--- src/rtl/iir4df_pkg.sv ---
// Types, constants and the control program of the order-4 direct-form IIR filter.
package iir4df_pkg;

  localparam int unsigned SAMPLE_WIDTH = 32;
  localparam int unsigned COEFF_WIDTH  = 24;
  localparam int unsigned GAIN_WIDTH   = 32;
  localparam int unsigned PAIR_WIDTH   = 2 * COEFF_WIDTH;
  localparam int unsigned HIST_DEPTH   = 4;
  localparam int unsigned NUM_REGS     = 6;
  localparam int unsigned IDX_WIDTH    = 3;
  localparam int unsigned ACC_SHIFT    = 36;
  localparam int unsigned MUL_WIDTH    = 33;
  localparam int unsigned PROD_WIDTH   = 64;
  localparam int unsigned ACC_WIDTH    = 65;
  localparam int unsigned RES_WIDTH    = PROD_WIDTH - (ACC_SHIFT - 32);
  localparam int unsigned PC_WIDTH     = 4;

  localparam logic [GAIN_WIDTH-1:0] GAIN_RESET = GAIN_WIDTH'(65536);
  localparam logic [ACC_WIDTH-1:0]  RND_BIAS   = ACC_WIDTH'(1) << (ACC_SHIFT - 1);
  localparam logic [SAMPLE_WIDTH-1:0] SAT_POS  = {1'b0, {(SAMPLE_WIDTH-1){1'b1}}};
  localparam logic [SAMPLE_WIDTH-1:0] SAT_NEG  = {1'b1, {(SAMPLE_WIDTH-1){1'b0}}};

  localparam logic [IDX_WIDTH-1:0] REG_A0_A1 = IDX_WIDTH'(0);
  localparam logic [IDX_WIDTH-1:0] REG_A2_A3 = IDX_WIDTH'(1);
  localparam logic [IDX_WIDTH-1:0] REG_A4_B1 = IDX_WIDTH'(2);
  localparam logic [IDX_WIDTH-1:0] REG_B2_B3 = IDX_WIDTH'(3);
  localparam logic [IDX_WIDTH-1:0] REG_B4    = IDX_WIDTH'(4);
  localparam logic [IDX_WIDTH-1:0] REG_GAIN  = IDX_WIDTH'(5);

  localparam logic [PC_WIDTH-1:0] PC_IDLE   = PC_WIDTH'(0);
  localparam logic [PC_WIDTH-1:0] PC_FIRST  = PC_WIDTH'(1);
  localparam logic [PC_WIDTH-1:0] PC_ABS    = PC_WIDTH'(11);
  localparam logic [PC_WIDTH-1:0] PC_FIN    = PC_WIDTH'(14);
  localparam logic [PC_WIDTH-1:0] PC_PRESET = PC_WIDTH'(15);

  typedef enum logic [3:0] {
    A_NONE, A_X_IN, A_XH0, A_XH1, A_XH2, A_XH3,
    A_YH0, A_YH1, A_YH2, A_YH3, A_MAG_LO, A_MAG_HI
  } a_sel_e;

  typedef enum logic [3:0] {
    B_NONE, B_A0, B_A1, B_A2, B_A3, B_A4, B_B1, B_B2, B_B3, B_B4, B_GAIN
  } b_sel_e;

  typedef enum logic [2:0] {
    ACC_HOLD, ACC_LOAD, ACC_ADD, ACC_SUB, ACC_ABS, ACC_RND
  } acc_op_e;

  typedef enum logic [1:0] {
    COND_NEVER, COND_NO_BEAT, COND_PRESET, COND_OUT_BUSY
  } cond_e;

  typedef enum logic [1:0] {
    FIN_NONE, FIN_FILTER, FIN_PRESET
  } fin_e;

  typedef struct packed {
    a_sel_e                a_sel;
    b_sel_e                b_sel;
    acc_op_e               acc_op;
    cond_e                 cond;
    logic [PC_WIDTH-1:0]   target;
    logic                  ret;
    fin_e                  fin;
  } ucode_t;

  localparam ucode_t UCODE_NOP = '{
    a_sel: A_NONE, b_sel: B_NONE, acc_op: ACC_HOLD, cond: COND_NEVER,
    target: PC_IDLE, ret: 1'b0, fin: FIN_NONE
  };

  function automatic ucode_t ucode_rom(input logic [PC_WIDTH-1:0] pc);
    ucode_t uw;
    uw = UCODE_NOP;
    case (pc)
      PC_WIDTH'(0): begin
        uw.cond = COND_NO_BEAT;
        uw.target = PC_IDLE;
      end
      PC_WIDTH'(1): begin
        uw.a_sel = A_X_IN; uw.b_sel = B_A0;
        uw.cond = COND_PRESET; uw.target = PC_PRESET;
      end
      PC_WIDTH'(2): begin
        uw.a_sel = A_XH0; uw.b_sel = B_A1; uw.acc_op = ACC_LOAD;
      end
      PC_WIDTH'(3): begin
        uw.a_sel = A_XH1; uw.b_sel = B_A2; uw.acc_op = ACC_ADD;
      end
      PC_WIDTH'(4): begin
        uw.a_sel = A_XH2; uw.b_sel = B_A3; uw.acc_op = ACC_ADD;
      end
      PC_WIDTH'(5): begin
        uw.a_sel = A_XH3; uw.b_sel = B_A4; uw.acc_op = ACC_ADD;
      end
      PC_WIDTH'(6): begin
        uw.a_sel = A_YH0; uw.b_sel = B_B1; uw.acc_op = ACC_ADD;
      end
      PC_WIDTH'(7): begin
        uw.a_sel = A_YH1; uw.b_sel = B_B2; uw.acc_op = ACC_SUB;
      end
      PC_WIDTH'(8): begin
        uw.a_sel = A_YH2; uw.b_sel = B_B3; uw.acc_op = ACC_SUB;
      end
      PC_WIDTH'(9): begin
        uw.a_sel = A_YH3; uw.b_sel = B_B4; uw.acc_op = ACC_SUB;
      end
      PC_WIDTH'(10): begin
        uw.acc_op = ACC_SUB;
      end
      PC_WIDTH'(11): begin
        uw.acc_op = ACC_ABS;
      end
      PC_WIDTH'(12): begin
        uw.a_sel = A_MAG_LO; uw.b_sel = B_GAIN;
      end
      PC_WIDTH'(13): begin
        uw.a_sel = A_MAG_HI; uw.b_sel = B_GAIN; uw.acc_op = ACC_RND;
      end
      PC_WIDTH'(14): begin
        uw.cond = COND_OUT_BUSY; uw.target = PC_FIN;
        uw.ret = 1'b1; uw.fin = FIN_FILTER;
      end
      PC_WIDTH'(15): begin
        uw.cond = COND_OUT_BUSY; uw.target = PC_PRESET;
        uw.ret = 1'b1; uw.fin = FIN_PRESET;
      end
      default: begin
        uw = UCODE_NOP;
      end
    endcase
    return uw;
  endfunction

endpackage

--- src/rtl/iir_order4_direct_form_filter_unit.sv ---
// Order-4 direct-form-I IIR filter in Q16.16 with Q4.20 taps, run by a microcoded sequencer.
// For a filter beat, a 4-bit step counter walks a 16-word control program that pushes nine tap
// products and two partial products of the gain scaling, one per cycle, through a single shared
// 33x33 signed multiplier and a 65-bit accumulator. A preset beat branches from the first step
// straight to the preset step. A new beat is taken only while the step counter sits at its idle
// step; the output register holds one result, so the next beat is accepted while that result
// waits, and the last step holds until the output register is free.
module iir_order4_direct_form_filter_unit
  import iir4df_pkg::*;
(
  input  logic                    clk_i,
  input  logic                    rst_ni,

  input  logic                    cfg_we_i,
  input  logic [IDX_WIDTH-1:0]    cfg_idx_i,
  input  logic [PAIR_WIDTH-1:0]   cfg_data_i,

  input  logic                    s_axis_tvalid,
  output logic                    s_axis_tready,
  input  logic [SAMPLE_WIDTH-1:0] s_axis_tdata,   // [31:0] sample
  input  logic                    s_axis_tuser,   // [0] kind

  output logic                    m_axis_tvalid,
  input  logic                    m_axis_tready,
  output logic [SAMPLE_WIDTH-1:0] m_axis_tdata,   // [31:0] filtered
  output logic                    m_axis_tuser    // [0] saturated
);

  logic [PAIR_WIDTH-1:0]  reg_a01_q, reg_a23_q, reg_a4b1_q, reg_b23_q;
  logic [COEFF_WIDTH-1:0] reg_b4_q;
  logic [GAIN_WIDTH-1:0]  reg_gain_q;

  logic [PC_WIDTH-1:0]     pc_q, pc_d;
  ucode_t                  uw;
  logic                    cond_true;
  logic                    s_beat, m_beat, fin_fire;

  logic [SAMPLE_WIDTH-1:0] x_in_q;
  logic                    kind_q;
  logic [SAMPLE_WIDTH-1:0] xh_q [HIST_DEPTH];
  logic [SAMPLE_WIDTH-1:0] yh_q [HIST_DEPTH];

  logic signed [MUL_WIDTH-1:0]     mul_a, mul_b;
  logic signed [2*MUL_WIDTH-1:0]   mul_full;
  logic [PROD_WIDTH-1:0]           prod_q;
  logic [ACC_WIDTH-1:0]            acc_q, acc_d, prod_ext;
  logic [PROD_WIDTH-1:0]           mag_q;
  logic [GAIN_WIDTH-1:0]           gmag_q;
  logic                            neg_q;
  logic [ACC_WIDTH-1:0]            acc_neg;

  logic [PROD_WIDTH-1:0]   fin_sum;
  logic [RES_WIDTH-1:0]    res;
  logic                    res_zero, neg_eff, pos_over, neg_over, sat;
  logic [SAMPLE_WIDTH-1:0] mag_clip, y_val;

  logic                    m_valid_q;
  logic [SAMPLE_WIDTH-1:0] m_data_q;
  logic                    m_sat_q;

  // configuration registers
  always_ff @(posedge clk_i or negedge rst_ni) begin
    if (!rst_ni) begin
      reg_a01_q  <= '0;
      reg_a23_q  <= '0;
      reg_a4b1_q <= '0;
      reg_b23_q  <= '0;
      reg_b4_q   <= '0;
      reg_gain_q <= GAIN_RESET;
    end else if (cfg_we_i) begin
      case (cfg_idx_i)
        REG_A0_A1: reg_a01_q  <= cfg_data_i;
        REG_A2_A3: reg_a23_q  <= cfg_data_i;
        REG_A4_B1: reg_a4b1_q <= cfg_data_i;
        REG_B2_B3: reg_b23_q  <= cfg_data_i;
        REG_B4:    reg_b4_q   <= cfg_data_i[COEFF_WIDTH-1:0];
        REG_GAIN:  reg_gain_q <= cfg_data_i[GAIN_WIDTH-1:0];
        default:   ;
      endcase
    end
  end

  // sequencer
  assign uw            = ucode_rom(pc_q);
  assign s_axis_tready = (pc_q == PC_IDLE);
  assign s_beat        = s_axis_tvalid && s_axis_tready;
  assign m_beat        = m_valid_q && m_axis_tready;

  always_comb begin
    case (uw.cond)
      COND_NO_BEAT:  cond_true = !s_beat;
      COND_PRESET:   cond_true = kind_q;
      COND_OUT_BUSY: cond_true = m_valid_q && !m_axis_tready;
      default:       cond_true = 1'b0;
    endcase
  end

  always_comb begin
    if (cond_true) begin
      pc_d = uw.target;
    end else if (uw.ret) begin
      pc_d = PC_IDLE;
    end else begin
      pc_d = pc_q + PC_WIDTH'(1);
    end
  end

  assign fin_fire = (uw.fin != FIN_NONE) && !cond_true;

  always_ff @(posedge clk_i or negedge rst_ni) begin
    if (!rst_ni) begin
      pc_q <= PC_IDLE;
    end else begin
      pc_q <= pc_d;
    end
  end

  always_ff @(posedge clk_i) begin
    if (s_beat) begin
      x_in_q <= s_axis_tdata;
      kind_q <= s_axis_tuser;
    end
  end

  // shared multiplier operands
  always_comb begin
    case (uw.a_sel)
      A_X_IN:   mul_a = MUL_WIDTH'(signed'(x_in_q));
      A_XH0:    mul_a = MUL_WIDTH'(signed'(xh_q[0]));
      A_XH1:    mul_a = MUL_WIDTH'(signed'(xh_q[1]));
      A_XH2:    mul_a = MUL_WIDTH'(signed'(xh_q[2]));
      A_XH3:    mul_a = MUL_WIDTH'(signed'(xh_q[3]));
      A_YH0:    mul_a = MUL_WIDTH'(signed'(yh_q[0]));
      A_YH1:    mul_a = MUL_WIDTH'(signed'(yh_q[1]));
      A_YH2:    mul_a = MUL_WIDTH'(signed'(yh_q[2]));
      A_YH3:    mul_a = MUL_WIDTH'(signed'(yh_q[3]));
      A_MAG_LO: mul_a = signed'({1'b0, mag_q[31:0]});
      A_MAG_HI: mul_a = signed'({1'b0, mag_q[63:32]});
      default:  mul_a = '0;
    endcase
  end

  always_comb begin
    case (uw.b_sel)
      B_A0:    mul_b = MUL_WIDTH'(signed'(reg_a01_q[PAIR_WIDTH-1:COEFF_WIDTH]));
      B_A1:    mul_b = MUL_WIDTH'(signed'(reg_a01_q[COEFF_WIDTH-1:0]));
      B_A2:    mul_b = MUL_WIDTH'(signed'(reg_a23_q[PAIR_WIDTH-1:COEFF_WIDTH]));
      B_A3:    mul_b = MUL_WIDTH'(signed'(reg_a23_q[COEFF_WIDTH-1:0]));
      B_A4:    mul_b = MUL_WIDTH'(signed'(reg_a4b1_q[PAIR_WIDTH-1:COEFF_WIDTH]));
      B_B1:    mul_b = MUL_WIDTH'(signed'(reg_a4b1_q[COEFF_WIDTH-1:0]));
      B_B2:    mul_b = MUL_WIDTH'(signed'(reg_b23_q[PAIR_WIDTH-1:COEFF_WIDTH]));
      B_B3:    mul_b = MUL_WIDTH'(signed'(reg_b23_q[COEFF_WIDTH-1:0]));
      B_B4:    mul_b = MUL_WIDTH'(signed'(reg_b4_q));
      B_GAIN:  mul_b = signed'({1'b0, gmag_q});
      default: mul_b = '0;
    endcase
  end

  assign mul_full = mul_a * mul_b;

  always_ff @(posedge clk_i) begin
    if (uw.a_sel != A_NONE) begin
      prod_q <= mul_full[PROD_WIDTH-1:0];
    end
  end

  // accumulator
  assign prod_ext = {prod_q[PROD_WIDTH-1], prod_q};
  assign acc_neg  = '0 - acc_q;

  always_comb begin
    case (uw.acc_op)
      ACC_LOAD: acc_d = prod_ext;
      ACC_ADD:  acc_d = acc_q + prod_ext;
      ACC_SUB:  acc_d = acc_q - prod_ext;
      ACC_RND:  acc_d = {1'b0, prod_q} + RND_BIAS;
      default:  acc_d = acc_q;
    endcase
  end

  always_ff @(posedge clk_i) begin
    acc_q <= acc_d;
    if (uw.acc_op == ACC_ABS) begin
      mag_q  <= acc_q[ACC_WIDTH-1] ? acc_neg[PROD_WIDTH-1:0] : acc_q[PROD_WIDTH-1:0];
      gmag_q <= reg_gain_q[GAIN_WIDTH-1] ? (GAIN_WIDTH'(0) - reg_gain_q) : reg_gain_q;
      neg_q  <= acc_q[ACC_WIDTH-1] ^ reg_gain_q[GAIN_WIDTH-1];
    end
  end

  // rounding shift and saturation
  assign fin_sum  = prod_q + PROD_WIDTH'(acc_q[PROD_WIDTH-1:32]);
  assign res      = fin_sum[PROD_WIDTH-1:ACC_SHIFT-32];
  assign res_zero = (res == '0);
  assign neg_eff  = neg_q && !res_zero;
  assign pos_over = |res[RES_WIDTH-1:SAMPLE_WIDTH-1];
  assign neg_over = (|res[RES_WIDTH-1:SAMPLE_WIDTH])
                    || (res[SAMPLE_WIDTH-1] && (|res[SAMPLE_WIDTH-2:0]));
  assign sat      = neg_eff ? neg_over : pos_over;

  always_comb begin
    if (neg_eff) begin
      mag_clip = neg_over ? SAT_NEG : res[SAMPLE_WIDTH-1:0];
      y_val    = SAMPLE_WIDTH'(0) - mag_clip;
    end else begin
      mag_clip = pos_over ? SAT_POS : res[SAMPLE_WIDTH-1:0];
      y_val    = mag_clip;
    end
  end

  // history taps
  always_ff @(posedge clk_i or negedge rst_ni) begin
    if (!rst_ni) begin
      for (int i = 0; i < HIST_DEPTH; i++) begin
        xh_q[i] <= '0;
        yh_q[i] <= '0;
      end
    end else if (fin_fire) begin
      if (uw.fin == FIN_PRESET) begin
        for (int i = 0; i < HIST_DEPTH; i++) begin
          xh_q[i] <= x_in_q;
          yh_q[i] <= x_in_q;
        end
      end else begin
        for (int i = HIST_DEPTH - 1; i > 0; i--) begin
          xh_q[i] <= xh_q[i-1];
          yh_q[i] <= yh_q[i-1];
        end
        xh_q[0] <= x_in_q;
        yh_q[0] <= y_val;
      end
    end
  end

  // output register
  always_ff @(posedge clk_i or negedge rst_ni) begin
    if (!rst_ni) begin
      m_valid_q <= 1'b0;
    end else if (fin_fire) begin
      m_valid_q <= 1'b1;
    end else if (m_beat) begin
      m_valid_q <= 1'b0;
    end
  end

  always_ff @(posedge clk_i) begin
    if (fin_fire) begin
      m_data_q <= (uw.fin == FIN_PRESET) ? x_in_q : y_val;
      m_sat_q  <= (uw.fin == FIN_PRESET) ? 1'b0 : sat;
    end
  end

  assign m_axis_tvalid = m_valid_q;
  assign m_axis_tdata  = m_data_q;
  assign m_axis_tuser  = m_sat_q;

`ifndef SYNTH
  a_fin_needs_room: assert property (@(posedge clk_i) disable iff (!rst_ni)
    fin_fire |-> !(m_valid_q && !m_axis_tready))
    else $error("result written while output register still full");

  a_beat_starts_program: assert property (@(posedge clk_i) disable iff (!rst_ni)
    s_beat |=> (pc_q == PC_FIRST))
    else $error("accepted beat did not start the control program");

  a_preset_echo: assert property (@(posedge clk_i) disable iff (!rst_ni)
    (fin_fire && (uw.fin == FIN_PRESET)) |=> (m_data_q == $past(x_in_q)) && !m_sat_q)
    else $error("preset result does not echo the preset value");

  a_mag_bounded: assert property (@(posedge clk_i) disable iff (!rst_ni)
    (pc_q == PC_ABS) |=> !mag_q[PROD_WIDTH-1])
    else $error("accumulator magnitude out of range");
`endif

endmodule
--- config.mk ---
export PLATFORM = sky130hd
export DESIGN_NAME = iir_order4_direct_form_filter_unit
export DESIGN_NICKNAME = d
export VERILOG_FILES = /design/src/rtl/iir4df_pkg.sv /design/src/rtl/iir_order4_direct_form_filter_unit.sv
export SDC_FILE = /design/constraint.sdc
export NUM_CORES = 2
export LEC_CHECK = 0
export ABC_AREA = 1
export BUFFER_PORTS_ARGS = -buffer_cell sky130_fd_sc_hd__buf_2
export CORE_UTILIZATION = 35
export CTS_BUF_LIST = sky130_fd_sc_hd__clkbuf_16
export CTS_CLUSTER_SIZE = 8
export DETAILED_ROUTE_END_ITERATION = 10
export PLACE_DENSITY = 0.48
export SLEW_MARGIN = 20
export SYNTH_ARGS = -nofsm -noshare
export SYNTH_HDL_FRONTEND = slang
export SYNTH_SLANG_ARGS = --single-unit
--- constraint.sdc ---
create_clock -name clk_i -period 33 [get_ports clk_i]
set_input_delay 0 -clock clk_i [delete_from_list [all_inputs] [get_ports clk_i]]
set_output_delay 0 -clock clk_i [all_outputs]
set_load 0.005 [all_outputs]
## After elaboration in Yosys (flattened, before gate mapping)

Cells that the tools add are included.
W data, S select, Z words.

| word-level totals | value |
|---|---|
| register bits | 801 |
| bits of input ports | 89 |

| cells by class | value |
|---|---|
| $add $sub $neg | 8 |
| multipliers | 1 |
| eq/ne operators | 50 |
| muxes and demuxes | 21 |
| bitwise operators | 1 |
| reduce and logical (&&, ||, !) cells | 29 |

Operator list:

| cell | number |
|---|---|
| $pmux W33 S11 | 1 |
| $pmux W33 S10 | 1 |
| $pmux W65 S4 | 1 |
| $mux W128 | 1 |
| $mux W32 | 4 |
| $mux W96 | 1 |
| $pmux W8 S11 | 1 |
| $add A64 B36 Y65 const B | 1 |
| $add A65 B65 Y65 | 1 |
| $sub A65 B65 Y65 | 1 |
| $add A64 B32 Y64 | 1 |
| $mul A33 B33 Y64 | 1 |
| $mux W64 | 1 |
| $sub A1 B32 Y32 const A | 2 |
| $sub A1 B64 Y64 const A | 1 |
| $eq A4 B4 Y1 const B | 15 |
| $logic_not A60 Y1 | 1 |
| $eq A4 B3 Y1 const B | 12 |
| $mux W31 | 1 |
| $reduce_or A31 Y1 | 1 |
| $reduce_or A29 Y1 | 1 |
| $reduce_or A28 Y1 | 1 |
| $eq A4 B2 Y1 const B | 6 |
| $pmux W6 S4 | 1 |
| 22 further kinds | 52 |

## Longest topological paths before layout

| depth | value |
|---|---|
| word-level depth | 8 |
| gate-level depth with buffers | 53 |
| depth with buffers taken out | 51 |

## Least setup slack after synthesis

OpenSTA, ideal clock, no wires.

| timing path | value |
|---|---|
| path type | reg2reg |
| start point | register pc_q[1] |
| end point | register prod_q[63], data pin |
| setup time | 260 ps |
| data arrival time | 10651 ps |
| required time | 32740 ps |
| path slack | 22090 ps |
| cell stages (with the launch flop) | 41 |
| path buffers | 3 |
| clock period less this slack | 10910 ps |
| path through | dfrtp_1 -> inv_1 -> ha_1 -> o31ai_1 -> nand2_1 -> inv_1 -> ha_1 -> nand3_2 -> inv_1 -> a31oi_1 -> inv_2 -> nand3_1 -> nor2_1 -> buf_2 -> buf_2 -> nand2_1 -> nand4_1 -> nor4_1 -> (+5 left out) -> fa_1 -> fa_1 -> fa_1 -> inv_1 -> fa_1 -> fa_1 -> fa_1 -> fa_1 -> inv_1 -> ha_1 -> nand2_1 -> nor2_1 -> inv_1 -> o21ai_0 -> a31oi_1 -> o311ai_0 -> xor2_1 -> xnor2_1 |

| between the ends | value |
|---|---|
| cells in the longest elaborated chain, start to end | 5 |
| elaborated cells on any way between the ends | 36 |
| those cells by class | mul: 1; eq/ne: 32; mux: 3 |

Ends and longest elaborated chain:

| item | RTL line | source |
|---|---|---|
| start, declared | iir_order4_direct_form_filter_unit.sv:33 | `logic [PC_WIDTH-1:0] pc_q, pc_d;` |
| start signal, assigned | iir_order4_direct_form_filter_unit.sv:114 | `pc_q <= pc_d;` |
| $eq A4 B4 Y1 (tied with other cells) | iir4df_pkg.sv:75 | `case (pc)` |
| $pmux W8 S11 * | iir4df_pkg.sv:75 |  |
| $eq A4 B4 Y1 (tied with other cells) | iir_order4_direct_form_filter_unit.sv:127 | `case (uw.a_sel)` |
| $pmux W33 S11 or $pmux W33 S10 (tied branches) | iir_order4_direct_form_filter_unit.sv:127, iir_order4_direct_form_filter_unit.sv:144 |  |
| $mul A33 B33 Y64 * | iir_order4_direct_form_filter_unit.sv:159 | `assign mul_full = mul_a * mul_b;` |
| named net mul_full[63] | iir_order4_direct_form_filter_unit.sv:44 | `logic signed [2*MUL_WIDTH-1:0] mul_full;` |
| end signal, assigned | iir_order4_direct_form_filter_unit.sv:163 | `prod_q <= mul_full[PROD_WIDTH-1:0];` |
| end, declared | iir_order4_direct_form_filter_unit.sv:45 | `logic [PROD_WIDTH-1:0] prod_q;` |

The timed path passes the listed nets; every way through them passes the cells marked *.
A chain may end at the register's enable or synchronous reset.

## Final worst setup path

| timing path | value |
|---|---|
| start point | register pc_q[2] |
| end point | register prod_q[62], data pin |

The elaborated chain is that of the path after synthesis.

==> summary.txt <==
===============================================================================================
Outcome                                                                            complete, no violations
Clk sink count                                                                              801
Number of synthesized flops with an enable pin                                              292
Dominant combinational cell family by area after synthesis                          adder cells
Initial core utilization                                                                  35.4%
Crit. End Element                                                                      register
Synthesized netlist net count                                                             12200
Synth Area in XOR/XNOR                                                                    2.98%
Met2 wire len                                                                         156000 um
Data required, critical path                                                           33.46 ns
Area of the core region                                                              241000 um2
Critical-path maximum fanout                                                                 21
Leading cell type in the layout, fill and taps excluded                                 nand2_1
Worst reg2reg endpoint                                                               prod_q[62]
Post-synthesis average cell area                                                       8.03 um2
Dominant register cell in the synthesized netlist                                       dfrtp_1
Final worst path period share                                                             40.4%
Root cell of the clock tree                                                           clkbuf_16
Final hold violation count                                                                    0
Count of cells along the worst register-to-register path                                     45
Number of global-route vias before repair                                                 75200
Total length of routed met3 wires                                                      23100 um
Initial antenna violation count                                                              10
Post-CTS setup buffers                                                                        0
Count of unique library cells instantiated by Yosys                                          66
Wire length on met1                                                                   147000 um
Detailed-route wire length                                                            339000 um
Area share of the leading cell type in the synthesized netlist                            26.4%
Sequential share of the synthesized area                                                  25.2%
Total number of H-tree levels                                                                 3
Simple logic cell fraction of the synthesized area                                        18.6%
WHS Path Cells                                                                                4
Count of TritonRoute iterations in the first routing pass                                     8
Die extent in x                                                                          496 um
Post-synthesis cell area                                                              85400 um2
Clock tree from TritonCTS                                                                 built
Buffer levels on the longest clock path                                                       3
Most numerous cell on the critical path                                                   inv_1
Port bufs                                                                                   123
Worst Setup Start Kind                                                                 register
DIE HEIGHT                                                                               496 um
1st-iter DRT viols                                                                         6570
Ranking of synthesized cells by area                                               fa_1 26%, dfrtp_1 15%, nand2_1 11%, edfxtp_1 10%, inv_1 9.2%
Class of the tightest hold or removal check                                           in -> reg
First-pass GRT wire length                                                            503000 um
RSZ-0062 raised after global routing                                                         no
Number of endpoints failing setup at the final stage                                          0
Fmax                                                                                 0.0750 GHz
FFs w/ async S/R, synth                                                                   63.5%
Latest clock arrival within the worst-skew pair                                         0.80 ns
Nets                                                                                      12300
Worst clock skew                                                                       0.113 ns
Startpoint of the lowest-slack hold path                                           cfg_data_i[43]
Slew Viols, Final                                                                             0
Clock input transition at the sequential cells of the worst setup and hold paths        0.06 ns
Topmost layer with routed signal wires                                                     met5
Total number of yosys warnings                                                                0
Routability Congestion                                                                    0.944
Remaining routing DRC violations                                                              0
Summed negative setup slack over all endpoints                                             0 ns
Synthesized-area fraction occupied by ao, oa, aoi and oai cells                           10.6%
Slowest cell delay on critical path                                                     0.84 ns
Area delta synth->final                                                                   10.3%
Number of antenna-violating nets in the routed design                                         0
Reg-to-reg setup timing slack                                                          19.67 ns
Row count                                                                                   180
Fin area                                                                              94200 um2
Max transition margin                                                                     24.1%
Library cell occupying the most area in the post-synthesis netlist                         fa_1
Global router's overall resource usage                                                    27.8%
End of the worst hold path                                                         reg_b23_q[43]
Fraction of final layout cells with drive strength greater than 1                         5.20%
Wirelength per Cell                                                                     24.2 um
Crit path max-delay cell type                                                          clkinv_1
Remaining Overflow, GRT                                                                       0
Number of violations of the max-capacitance limit                                             0
# placed instances                                                                        13700
Placed cell areas                                                                     89700 um2
Proportion of synthesized area in mux cells                                                  0%
Adder-Cell Fraction of Synth Area                                                         31.1%
Total clock buffers created by CTS                                                          112
FF+latch count, synth                                                                       801
Tightest Pin Transition                                                                 1.14 ns
Type of the worst setup path                                                         reg -> reg
Boundary Pins                                                                               124
Highest-count cells in the layout ignoring fill and taps                           2442 x nand2_1, 2150 x inv_1, 1125 x fa_1, 922 x nor2_1, 870 x o21ai_0
Number of standard cells after synthesis                                                  10600
Post-DP HPWL                                                                          262000 um
Arrival time at the worst endpoint                                                     13.79 ns
Number of non-filler instances in the completed layout                                    14000
Number of vias in the routed layout                                                       73600
Per-cell via count in the routed design                                                    5.26
Reg2Reg Launch Point                                                                    pc_q[2]
Maximum number of pins on one net before global-route repair                                118
Overall die area                                                                     246000 um2
Final Critical Period                                                                  13.33 ns
===============================================================================================
synthesized netlist by cell type (all sizes together) (15+ instances only):
cell type	instances
nor3	68
nor4	65
a31oi	49
nand3	257
xnor2	97
o31ai	15
xor2	191
o211ai	30
clkinv	19
nor2	952
nand4	71
o21ai	899
dfrtp	508
inv	2132
a21oi	339
buf	105
o41ai	29
clkbuf	309
fa	1126
edfxtp	292
or2	24
a221oi	66
nand2	2460
a22o	32
o22ai	94
ha	321
worst max-delay path by stage:
stage          startpoint    endpoint  slack [ns]  depth (start not counted)
4_1_cts           pc_q[2]  prod_q[62]       19.58                         45
5_1_grt           pc_q[2]  prod_q[54]       18.95                         46
6_report          pc_q[2]  prod_q[62]       19.67                         45
3_3_place_gp      pc_q[1]  prod_q[62]       19.76                         45
2_1_floorplan     pc_q[1]  prod_q[63]       22.09                         40
3_5_place_dp      pc_q[1]  prod_q[50]       19.64                         45
layout make-up:
class	count	area, um2
antenna	3	7.51
clock buffer	112	2800
clock inverter	71	453
fill	24900	147000
inverter	2151	8080
multi-input combinational	7273	54400
sequential	801	21500
tap	3185	3990
timing repair buffer	398	3020
flip-flops by register name, indices dropped and copies added (netlist names), 4 cells and up:
signal        cells
xh_q            128
reg_gain_q       32
acc_q            65
reg_a4b1_q       48
gmag_q           32
reg_b4_q         24
x_in_q           32
mag_q            64
reg_a01_q        48
pc_q              4
reg_a23_q        48
m_axis_tdata     32
reg_b23_q        48
yh_q            128
prod_q           64
routing by layer:
metal  track usage [%]  up-vias
li1                  -    33200
met1              37.6    37100
met2              45.0     2727
met3              4.25      521
met4              9.93        6
met5                 0        -
worst max-delay path: cells and delay by family (launching register included):
| kind | cells | cell delay (ns) |
|---|---|---|
| buf+inv | 12 | 2.41 |
| compound gates | 13 | 3.56 |
| simple gates | 9 | 2.03 |
| xor+xnor | 1 | 0.16 |
| flops | 1 | 0.45 |
| fa+ha+maj | 10 | 4.36 |
cells by family after synthesis:
group | Yosys count
flops | 801
buf+inv | 2565
simple gates | 3926
xor+xnor | 288
fa+ha+maj | 1447
compound gates | 1612
repair_timing:
action	CTS	global route
endpoints found under the hold margin	425	0
hold buffers	125	0
resized for setup	0	0
stage by stage:
step / setup WS, ns / utilization [%] / hold WS [ns]
2_1_floorplan: 22.09 / - / -0.296
3_5_place_dp: 19.64 / 37.1 / 0.142
4_1_cts: 19.58 / 39.0 / 0.0442
5_1_grt: 18.95 / 39.0 / 0.126
6_report: 19.67 / 39.0 / 0.0983
3_3_place_gp: 19.76 / 37.1 / 0.147
Power is left out: the tool's default activity adds up to more than one toggle a clock period on the data nets, which glitch-free logic cannot reach.
